[src/rtl/swk_pkg.sv]
package swk_pkg;

    localparam int unsigned MAX_STRUCT_BYTES_DEF = 4095;
    localparam logic [7:0]  END_TYPE             = 8'd127;
    localparam logic [7:0]  HEADER_BYTES         = 8'd4;
    localparam int unsigned QUEUE_DEPTH          = 4;
    localparam int unsigned QUEUE_AW             = $clog2(QUEUE_DEPTH);

    typedef struct packed {
        logic [7:0] data_byte;
        logic       table_start;
    } t_swk_in;

    typedef struct packed {
        logic [7:0]  struct_type;
        logic [7:0]  formatted_length;
        logic [15:0] struct_handle;
        logic [11:0] total_length;
        logic        length_saturated;
        logic        malformed;
        logic        table_end;
    } t_swk_out;

    // classified byte, as queued between front and back
    typedef struct packed {
        logic [7:0] data_byte;
        logic       table_start;
        logic       is_zero;
        logic       is_end;
    } t_swk_tok;

    typedef enum logic [2:0] {
        SWK_PH_TYPE,
        SWK_PH_LEN,
        SWK_PH_HLO,
        SWK_PH_HHI,
        SWK_PH_FMT,
        SWK_PH_STR,
        SWK_PH_ENDED
    } t_swk_phase;

endpackage

[src/rtl/swk_front.sv]
module swk_front (
    input  logic              i_clk,
    input  logic              i_rst_n,
    input  logic              i_in_valid,
    input  swk_pkg::t_swk_in  i_in_data,
    output logic              o_in_stall,
    output logic              o_tok_valid,
    output swk_pkg::t_swk_tok o_tok,
    input  logic              i_q_full
);
    import swk_pkg::*;

    logic     r_valid;
    t_swk_tok r_tok;
    logic     take;

    assign o_in_stall  = r_valid && i_q_full;
    assign take        = i_in_valid && !o_in_stall;
    assign o_tok_valid = r_valid;
    assign o_tok       = r_tok;

    always_ff @(posedge i_clk) begin
        if (!i_rst_n) begin
            r_valid <= 1'b0;
        end else if (!o_in_stall) begin
            r_valid <= i_in_valid;
        end
    end

    always_ff @(posedge i_clk) begin
        if (take) begin
            r_tok.data_byte   <= i_in_data.data_byte;
            r_tok.table_start <= i_in_data.table_start;
            r_tok.is_zero     <= (i_in_data.data_byte == 8'd0);
            r_tok.is_end      <= (i_in_data.data_byte == END_TYPE);
        end
    end

endmodule

[src/rtl/swk_queue.sv]
module swk_queue (
    input  logic              i_clk,
    input  logic              i_rst_n,
    input  logic              i_push,
    input  swk_pkg::t_swk_tok i_push_tok,
    output logic              o_full,
    input  logic              i_pop,
    output logic              o_valid,
    output swk_pkg::t_swk_tok o_tok
);
    import swk_pkg::*;

    t_swk_tok              mem [QUEUE_DEPTH];
    logic [QUEUE_AW-1:0]   r_wr_ptr;
    logic [QUEUE_AW-1:0]   r_rd_ptr;
    logic [QUEUE_AW:0]     r_count;
    logic                  do_push;
    logic                  do_pop;

    assign o_full  = (r_count == (QUEUE_AW+1)'(QUEUE_DEPTH));
    assign o_valid = (r_count != '0);
    assign o_tok   = mem[r_rd_ptr];
    assign do_push = i_push && !o_full;
    assign do_pop  = i_pop && o_valid;

    always_ff @(posedge i_clk) begin
        if (do_push) begin
            mem[r_wr_ptr] <= i_push_tok;
        end
    end

    always_ff @(posedge i_clk) begin
        if (!i_rst_n) begin
            r_wr_ptr <= '0;
            r_rd_ptr <= '0;
            r_count  <= '0;
        end else begin
            if (do_push) begin
                r_wr_ptr <= r_wr_ptr + QUEUE_AW'(1);
            end
            if (do_pop) begin
                r_rd_ptr <= r_rd_ptr + QUEUE_AW'(1);
            end
            case ({do_push, do_pop})
                2'b10:   r_count <= r_count + (QUEUE_AW+1)'(1);
                2'b01:   r_count <= r_count - (QUEUE_AW+1)'(1);
                default: r_count <= r_count;
            endcase
        end
    end

endmodule

[src/rtl/swk_back.sv]
module swk_back #(
    parameter int unsigned MAX_STRUCT_BYTES = swk_pkg::MAX_STRUCT_BYTES_DEF
) (
    input  logic              i_clk,
    input  logic              i_rst_n,
    input  logic              i_q_valid,
    input  swk_pkg::t_swk_tok i_q_tok,
    output logic              o_q_pop,
    output logic              o_out_valid,
    output swk_pkg::t_swk_out o_out_data,
    input  logic              i_out_stall
);
    import swk_pkg::*;

    localparam int unsigned CNT_W = $clog2(MAX_STRUCT_BYTES + 1);
    localparam logic [CNT_W-1:0] CNT_MAX = CNT_W'(MAX_STRUCT_BYTES);

    t_swk_phase       r_phase,  n_phase;
    logic [CNT_W-1:0] r_cnt,    n_cnt;
    logic [7:0]       r_type,   n_type;
    logic [7:0]       r_len,    n_len;
    logic [15:0]      r_handle, n_handle;
    logic             r_pz,     n_pz;
    logic             r_sat,    n_sat;
    logic             r_out_valid;
    t_swk_out         r_out;

    t_swk_phase       phase_cur;
    logic [CNT_W-1:0] cnt_inc;
    logic             sat_inc;
    logic [7:0]       eff_len;
    logic [CNT_W+11:0] cnt_ext;
    logic             out_free;
    logic             res_valid;
    t_swk_out         res;

    assign out_free    = !r_out_valid || !i_out_stall;
    assign o_q_pop     = i_q_valid && out_free;
    assign o_out_valid = r_out_valid;
    assign o_out_data  = r_out;

    always_comb begin
        phase_cur = i_q_tok.table_start ? SWK_PH_TYPE : r_phase;
        sat_inc   = (r_cnt >= CNT_MAX);
        cnt_inc   = sat_inc ? r_cnt : r_cnt + CNT_W'(1);
        cnt_ext   = {12'd0, cnt_inc};
        eff_len   = (r_len < HEADER_BYTES) ? HEADER_BYTES : r_len;

        n_phase   = r_phase;
        n_cnt     = r_cnt;
        n_type    = r_type;
        n_len     = r_len;
        n_handle  = r_handle;
        n_pz      = r_pz;
        n_sat     = r_sat;
        res_valid = 1'b0;
        res       = '0;

        if (o_q_pop) begin
            n_phase = phase_cur;
            case (phase_cur)
                SWK_PH_TYPE: begin
                    if (i_q_tok.is_end) begin
                        n_phase       = SWK_PH_ENDED;
                        res_valid     = 1'b1;
                        res.table_end = 1'b1;
                    end else begin
                        n_type   = i_q_tok.data_byte;
                        n_len    = '0;
                        n_handle = '0;
                        n_cnt    = CNT_W'(1);
                        n_sat    = 1'b0;
                        n_pz     = 1'b0;
                        n_phase  = SWK_PH_LEN;
                    end
                end
                SWK_PH_LEN: begin
                    n_len   = i_q_tok.data_byte;
                    n_cnt   = cnt_inc;
                    n_sat   = r_sat | sat_inc;
                    n_phase = SWK_PH_HLO;
                end
                SWK_PH_HLO: begin
                    n_handle = {8'd0, i_q_tok.data_byte};
                    n_cnt    = cnt_inc;
                    n_sat    = r_sat | sat_inc;
                    n_phase  = SWK_PH_HHI;
                end
                SWK_PH_HHI: begin
                    n_handle[15:8] = i_q_tok.data_byte;
                    n_cnt          = cnt_inc;
                    n_sat          = r_sat | sat_inc;
                    n_pz           = 1'b0;
                    n_phase        = (eff_len > HEADER_BYTES) ? SWK_PH_FMT : SWK_PH_STR;
                end
                SWK_PH_FMT: begin
                    n_cnt = cnt_inc;
                    n_sat = r_sat | sat_inc;
                    if (cnt_inc >= CNT_W'(eff_len)) begin
                        n_pz    = 1'b0;
                        n_phase = SWK_PH_STR;
                    end
                end
                SWK_PH_STR: begin
                    n_cnt = cnt_inc;
                    n_sat = r_sat | sat_inc;
                    if (i_q_tok.is_zero && r_pz) begin
                        res_valid            = 1'b1;
                        res.struct_type      = r_type;
                        res.formatted_length = r_len;
                        res.struct_handle    = r_handle;
                        res.total_length     = cnt_ext[11:0];
                        res.length_saturated = r_sat | sat_inc;
                        res.malformed        = (r_len < HEADER_BYTES);
                        n_pz                 = 1'b0;
                        n_phase              = SWK_PH_TYPE;
                    end else begin
                        n_pz = i_q_tok.is_zero;
                    end
                end
                default: begin
                    n_phase = r_phase;
                end
            endcase
        end
    end

    always_ff @(posedge i_clk) begin
        if (!i_rst_n) begin
            r_phase  <= SWK_PH_TYPE;
            r_cnt    <= '0;
            r_type   <= '0;
            r_len    <= '0;
            r_handle <= '0;
            r_pz     <= 1'b0;
            r_sat    <= 1'b0;
        end else begin
            r_phase  <= n_phase;
            r_cnt    <= n_cnt;
            r_type   <= n_type;
            r_len    <= n_len;
            r_handle <= n_handle;
            r_pz     <= n_pz;
            r_sat    <= n_sat;
        end
    end

    always_ff @(posedge i_clk) begin
        if (!i_rst_n) begin
            r_out_valid <= 1'b0;
        end else if (out_free) begin
            r_out_valid <= o_q_pop && res_valid;
        end
    end

    always_ff @(posedge i_clk) begin
        if (out_free && o_q_pop && res_valid) begin
            r_out <= res;
        end
    end

endmodule

[src/rtl/smbios_structure_walker.sv]
// SMBIOS structure table walker. Feed the structure table one byte per request
// in address order; each finished structure yields one result request carrying
// type, length byte, handle and total length (saturating at MAX_STRUCT_BYTES,
// reported modulo 4096), and a type 127 structure yields a table-end request,
// after which bytes are dropped until one arrives with table_start set. The
// block takes one byte per clock unless the output stalls: a front register
// classifies each byte, a four-entry queue carries it to the walker, and the
// walker's phase machine and byte counter take each byte into a registered
// output. A closing byte passes the front register and a queue entry first.
// The queue absorbs a stalled output; input stall rises only once it is full.
module smbios_structure_walker #(
    parameter int unsigned MAX_STRUCT_BYTES = swk_pkg::MAX_STRUCT_BYTES_DEF
) (
    input  logic              i_clk,
    input  logic              i_rst_n,
    input  logic              i_in_valid,
    input  swk_pkg::t_swk_in  i_in_data,
    output logic              o_in_stall,
    output logic              o_out_valid,
    output swk_pkg::t_swk_out o_out_data,
    input  logic              i_out_stall
);
    import swk_pkg::*;

    // front -> queue
    logic     tok_valid;
    t_swk_tok tok;
    logic     q_full;

    // queue -> back
    logic     q_valid;
    t_swk_tok q_tok;
    logic     q_pop;

    swk_front u_front (
        .i_clk       (i_clk),
        .i_rst_n     (i_rst_n),
        .i_in_valid  (i_in_valid),
        .i_in_data   (i_in_data),
        .o_in_stall  (o_in_stall),
        .o_tok_valid (tok_valid),
        .o_tok       (tok),
        .i_q_full    (q_full)
    );

    swk_queue u_queue (
        .i_clk      (i_clk),
        .i_rst_n    (i_rst_n),
        .i_push     (tok_valid),
        .i_push_tok (tok),
        .o_full     (q_full),
        .i_pop      (q_pop),
        .o_valid    (q_valid),
        .o_tok      (q_tok)
    );

    // walker: phase machine, counter and output register
    swk_back #(
        .MAX_STRUCT_BYTES (MAX_STRUCT_BYTES)
    ) u_back (
        .i_clk       (i_clk),
        .i_rst_n     (i_rst_n),
        .i_q_valid   (q_valid),
        .i_q_tok     (q_tok),
        .o_q_pop     (q_pop),
        .o_out_valid (o_out_valid),
        .o_out_data  (o_out_data),
        .i_out_stall (i_out_stall)
    );

endmodule
[config.mk]
export PLATFORM = sky130hd
export DESIGN_NAME = smbios_structure_walker
export DESIGN_NICKNAME = d
export VERILOG_FILES = /design/src/rtl/swk_pkg.sv /design/src/rtl/swk_front.sv /design/src/rtl/swk_queue.sv /design/src/rtl/swk_back.sv /design/src/rtl/smbios_structure_walker.sv
export SDC_FILE = /design/constraint.sdc
export NUM_CORES = 1
export LEC_CHECK = 0
export CAP_MARGIN = 25
export CORE_MARGIN = 4
export CORE_UTILIZATION = 33
export DETAILED_ROUTE_END_ITERATION = 8
export DONT_BUFFER_PORTS = 1
export PLACE_DENSITY = 0.56
export SYNTH_ARGS = -nofsm -noshare
export SYNTH_HDL_FRONTEND = slang
export SYNTH_HIERARCHICAL = 1
export SYNTH_SLANG_ARGS = --single-unit
[constraint.sdc]
create_clock -name i_clk -period 4.1 [get_ports i_clk]
set_input_delay 0.41 -clock i_clk [delete_from_list [all_inputs] [get_ports i_clk]]
set_output_delay 0.41 -clock i_clk [all_outputs]
set_load 0.05 [all_outputs]
### Yosys cells after proc, flatten, opt, wreduce, memory -nomap -nowiden

Memories as Yosys holds them, arrays and structs flattened. A register that Yosys moved wholly into a read port is not among the register bits.
Cells that the tools add are included.

* logic and storage cells: 110
* memory bits (read-only): 0
* flip-flop bits (word level): 116
* memories kept: 1
* bits in writable memories: 44
* bits in latches: 0

* equal/unequal tests: 11
* bitwise gates (word level): 2
* order comparisons: 4
* muxes and demuxes: 29
* reduce and logical (&&, ||, !) cells: 34
* add/sub/neg operators: 5
* divide/modulo/power cells: 0
* multipliers: 0
* shifts and indexed selects: 0

Memories
* u_queue.mem: words 4, width 11, rd ports 1, clocked after memory_dff 1, write ports 1, RTL line swk_queue.sv:13 `t_swk_tok mem [QUEUE_DEPTH];`

Operator list (number)
* $pmux 8 s2: 2
* $mux 12: 2
* $pmux 12 s2: 1
* $pmux 8 s3: 1
* $pmux 3 s6: 1
* $reduce_and 3->1: 6
* $mux 16: 1
* $mux 8: 2
* $add 12x1->12 const B: 1
* $ge 12x12->1 const B: 1
* $ge 12x8->1: 1
* $mux 3: 4
* $eq 3x3->1 const B: 3
* $logic_and 1x1->1: 9
* $mux 1: 9
* $eq 8x7->1 const B: 1
* $gt 8x3->1 const B: 1
* $logic_not 8->1: 1
* $lt 8x3->1 const B: 1
* $reduce_bool 2->1: 4
* $eq 3x2->1 const B: 2
* $pmux 3 s2: 1
* $reduce_bool 3->1: 2
* $reduce_bool 6->1: 1
* other kinds (20): 27

### Logic depth before layout (Yosys ltp)

* depth in word-level cells: 6
* gate-level depth with buffers: 13
* gate-level depth less buffers: 11

### Cells and area by module

The synthesis kept the hierarchy.

By module, submodules not included
* swk_back: cells each 440, instances 1, sequential area each 2412.3 um2, area an instance 4544.4 um2
* swk_queue: cells each 109, instances 1, sequential area each 1501.4 um2, area an instance 2093.3 um2
* swk_front: cells each 21, instances 1, sequential area each 350.3 um2, area an instance 407.9 um2

### Worst setup path before layout

No wires, ideal clock.

* path kind: reg-to-reg
* start: register with a tool-made name
* end: register u_back.r_out, in the netlist u_back/o_out_data[0] (enable)
* path buffers: 1
* data arrival time: 2.905 ns
* path slack: 0.782 ns
* clock period less this slack: 3.318 ns
* data required time: 3.687 ns
* stages on the path, launching flop included: 7
* cell sequence: dfxtp_1 > buf_4 > mux4_2 > nand2b_1 > nor3_1 > nand3_1 > nand2b_1

RTL lines
* end signal, assigned: RTL line swk_back.sv:158 `r_out <= res;`
* end, declared: RTL line swk_back.sv:26 `t_swk_out r_out;`

### Worst setup path in the final report

* start: register u_back.r_cnt[0]
* end: register u_back.r_phase[0]

* longest elaborated chain between the ends: 5
* elaborated cells between the ends (all ways): 6
* those cells by class: add/sub (1); order compare (2); mux (3)

RTL lines
* start, declared: RTL line swk_back.sv:19 `logic [CNT_W-1:0] r_cnt, n_cnt;`
* start signal, assigned: RTL line swk_back.sv:139 `r_cnt <= n_cnt;`
* $add 12x1->12 or $ge 12x12->1 (tied branches): RTL line swk_back.sv:45, swk_back.sv:44
* $mux 12 (*): RTL line swk_back.sv:45 `cnt_inc = sat_inc ? r_cnt : r_cnt + CNT_W'(1);`
* net u_back.cnt_inc[2]: RTL line swk_back.sv:29 `logic [CNT_W-1:0] cnt_inc;`
* $ge 12x8->1 (*): RTL line swk_back.sv:99 `if (cnt_inc >= CNT_W'(eff_len)) begin`
* $mux 3 (*): RTL line swk_back.sv:99
* $pmux 3 s6 (*): RTL line swk_back.sv:61 `case (phase_cur)`
* end signal, assigned: RTL line swk_back.sv:138 `r_phase <= n_phase;`
* end, declared: RTL line swk_back.sv:18 `t_swk_phase r_phase, n_phase;`

Mark *: on every way through the listed nets, which the timed path passes. The rest lies on a longest branch.
A chain may end at the register's enable or synchronous reset.

==> flow_metrics.env <==
export IMPL_cts_buffers=17
export IMPL_power_total_mw=5.101
export IMPL_syn_area_um2=7046
export IMPL_dp_hpwl_um=9715
export IMPL_n_fill_cell=1970
export IMPL_gp_congestion=0.8569
export IMPL_hold_buffers=0
export IMPL_grt_max_degree=59
export IMPL_r2r_end="u_back/r_phase[0]"
export IMPL_synth_edff_count=102
export IMPL_layout_common_cells="edfxtp_1 (102), dfxtp_1 (60), nand2_1 (58)"
export IMPL_grt_usage_pct=12.30
export IMPL_post_route_util_pct=37.50
export IMPL_yosys_register_bits=162
export IMPL_r2r_start="u_back/r_cnt[0]"
export IMPL_ant_nets=0
export IMPL_cts_tree="yes"
export IMPL_core_rowCount=53
export IMPL_ctsResizeCount=0
export IMPL_clk_path_buf_depth=2
export IMPL_vias=4330
export IMPL_hold_viol=0
export IMPL_crit_fanout=8
export IMPL_area_growth_pct=11.90
export IMPL_root_buffer="clkbuf_16"
export IMPL_drv_slew=0
export IMPL_timing_fmax_mhz=288.1
export IMPL_num_antenna_cells=0
export IMPL_rsz0062_at_grt="no"
export IMPL_routedWlPerCell_um=16.65
export IMPL_finalCritPeriodShare_pct=84.67
export IMPL_end_kind="flop"
export IMPL_ios=62
export IMPL_final_cells=855
export IMPL_syn_num_nets=598
export IMPL_rrSetupSlack_ns=0.63
export IMPL_drc=0
export IMPL_peakVddDrop_mv=0.3170
export IMPL_avgSynthCellArea_um2=12.36
export IMPL_power_density_nw_per_um2=647.0
export IMPL_dieArea_um2=23750
export IMPL_r2r_cells=11
export IMPL_dp_slack_ns=0.6978
export IMPL_fin_skew_ns=0.009703
export IMPL_core_um2=21020
export IMPL_finalNetCount=595
export IMPL_postCtsSetupBuffers=0
export IMPL_holdPathStages=0
export IMPL_antenna_found_initial=0
export IMPL_floorplan_initialDensity_pct=33.52
export IMPL_cp_required_ns=4.42
export IMPL_worstMarginPinSlew_ns=0.8446
export IMPL_die_x_um=154.1
export IMPL_setup_violations=0
export IMPL_outcome="finished, final reports clean"
export IMPL_synth_seq_area_share_pct=60.52
export IMPL_yosys_warnings=6
export IMPL_maxCapViolations=0
export IMPL_synthCells=570
export IMPL_fp_dieH_um=154.1
export IMPL_synth_cell_types=64
export IMPL_grt_pass1_wl_um=23140
export IMPL_slew_headroom_pct=43.58
export IMPL_grt_ovfl_total=0
export IMPL_crit_type="flop to flop"
export IMPL_clk_pin_slew_ns=0.07
export IMPL_drive_gt1_share_pct=11.90
export IMPL_setup_tns_final_ns=0
export IMPL_layout_setup_ws_ns=0.6286
export IMPL_worst_skew_pair_late_latency_ns=0.42
export IMPL_first_iter_violations=355
export IMPL_drt_pass1_iterations=5
export IMPL_final_common_cell="edfxtp_1"
export IMPL_clock_sinks=162
export IMPL_async_flop_share_pct=0
export IMPL_dpl_cell_count=823
export IMPL_worstPathArrival_ns=3.79
export IMPL_min_period_ns=3.471
export IMPL_leakagePower_nw=2.682
export IMPL_cp_startpoint="u_back/r_cnt[0]"
export IMPL_h_tree_depth=4
export IMPL_cp_endpoint="u_back/r_phase[0]"
export IMPL_synthFlopType="edfxtp_1"
export IMPL_hp_class="input port to flop"
export IMPL_port_buffers=0
export IMPL_grt_pass1_vias=4351
export IMPL_vias_per_cell=5.064
export IMPL_wl_um=14240
export IMPL_crit_path_start_kind="flop"
synth_stat cells, types with 8 or more instances:
cell type  number  area share [%]
a21oi_1        12            0.85
dfxtp_1        60              17
mux2i_1        13             1.8
ha_1           14             2.5
and3_1          8            0.71
buf_2          12            0.85
inv_1          16            0.85
nor2_1         23             1.2
and2_1         51             4.5
nor2b_1        17             1.5
nand2_1        58             3.1
xnor2_1         9             1.1
mux4_2         11             3.5
a21boi_1       12             1.3
edfxtp_1      102              43
o21ai_0        25             1.8
a21boi_0        9            0.96
nand3_1        22             1.6
worst min-delay path by stage:
stage	from	endpoint	slack, ns
final	i_in_data[8]	u_front/o_tok[10]	0.08
after global routing	i_in_data[2]	u_front/o_tok[4]	0.05
after CTS	i_in_data[8]	u_front/o_tok[10]	0.06
after detailed placement	u_back/r_handle[0]	u_back/r_handle[0]	0.45
after global placement	u_back/r_handle[0]	u_back/r_handle[0]	0.44
after floorplan	u_back/r_handle[0]	u_back/r_handle[0]	0.43
stage by stage:
| stage | cell area, um2 | hold WS [ns] |
|---|---|---|
| finish | 7884 | 0.08471 |
| global route | 7884 | 0.05488 |
| CTS | 7884 | 0.05854 |
| detailed placement | 7272 | 0.4502 |
| global placement | 7272 | 0.4426 |
| floorplan | 7046 | 0.4262 |
flip-flops by register name, summed over array words and instances (netlist names), 2 cells and up, named ones only:
name / flops
u_back/r_type: 8
u_queue/r_count: 3
u_back/r_len: 8
u_back/r_handle: 16
u_queue/mem: 44
u_back/o_out_data: 47
u_back/r_phase: 3
u_queue/r_wr_ptr: 2
u_front/o_tok: 11
u_back/r_cnt: 12
u_queue/r_rd_ptr: 2
critical path, stage by stage, from the launching register on:
cell and delay (ns):
dfxtp_1 0.44, ha_1 0.23, and3_1 0.30, nand4_1 0.32, nand2_1 0.23, xnor2_1 0.17
ha_1 0.28, a211oi_1 0.19, o21ai_0 0.13, a2111oi_0 0.54, o2111ai_1 0.25, a32o_1 0.29
logic make-up (layout without fill, tap and decap cells):
group | Yosys count | in the layout | share of synthesized area, %
XOR/XNOR | 10 | 10 | 1.243
AND/OR/NAND/NOR | 217 | 217 | 16.68
buffers and inverters | 44 | 54 | 3.197
flip-flops | 162 | 162 | 60.52
multiplexers | 27 | 27 | 5.843
adder cells (fa/ha/maj) | 15 | 15 | 2.770
AO/OA/AOI/OAI | 95 | 95 | 9.750
area by class of cell:
class / instances / area [um2] / share of cell area (%)
flip-flops and latches: 162 / 4264 / 54.09
repair buffers: 6 / 45.04 / 0.5713
well taps: 275 / 344.1 / 4.364
clock buffers: 21 / 461.7 / 5.856
inverters: 16 / 60.06 / 0.7618
clock inverters: 11 / 150.1 / 1.904
multi-input cells: 364 / 2559 / 32.46
power by group:
group          internal, mW  switching [mW]
combinational         0.312           0.588
sequential             2.00           0.574
clock                 0.998           0.631
metal layers:
layer / track usage, % / wire length (um) / vias to the layer above
met3: 3.771 / 772 / 18
met4: 3.616 / 150 / 0
met2: 20.07 / 6910 / 129
met1: 15.81 / 6400 / 2125
met5: 0 / 0 / -
li1: - / - / 2058
Power figures use the tool's default switching activity.
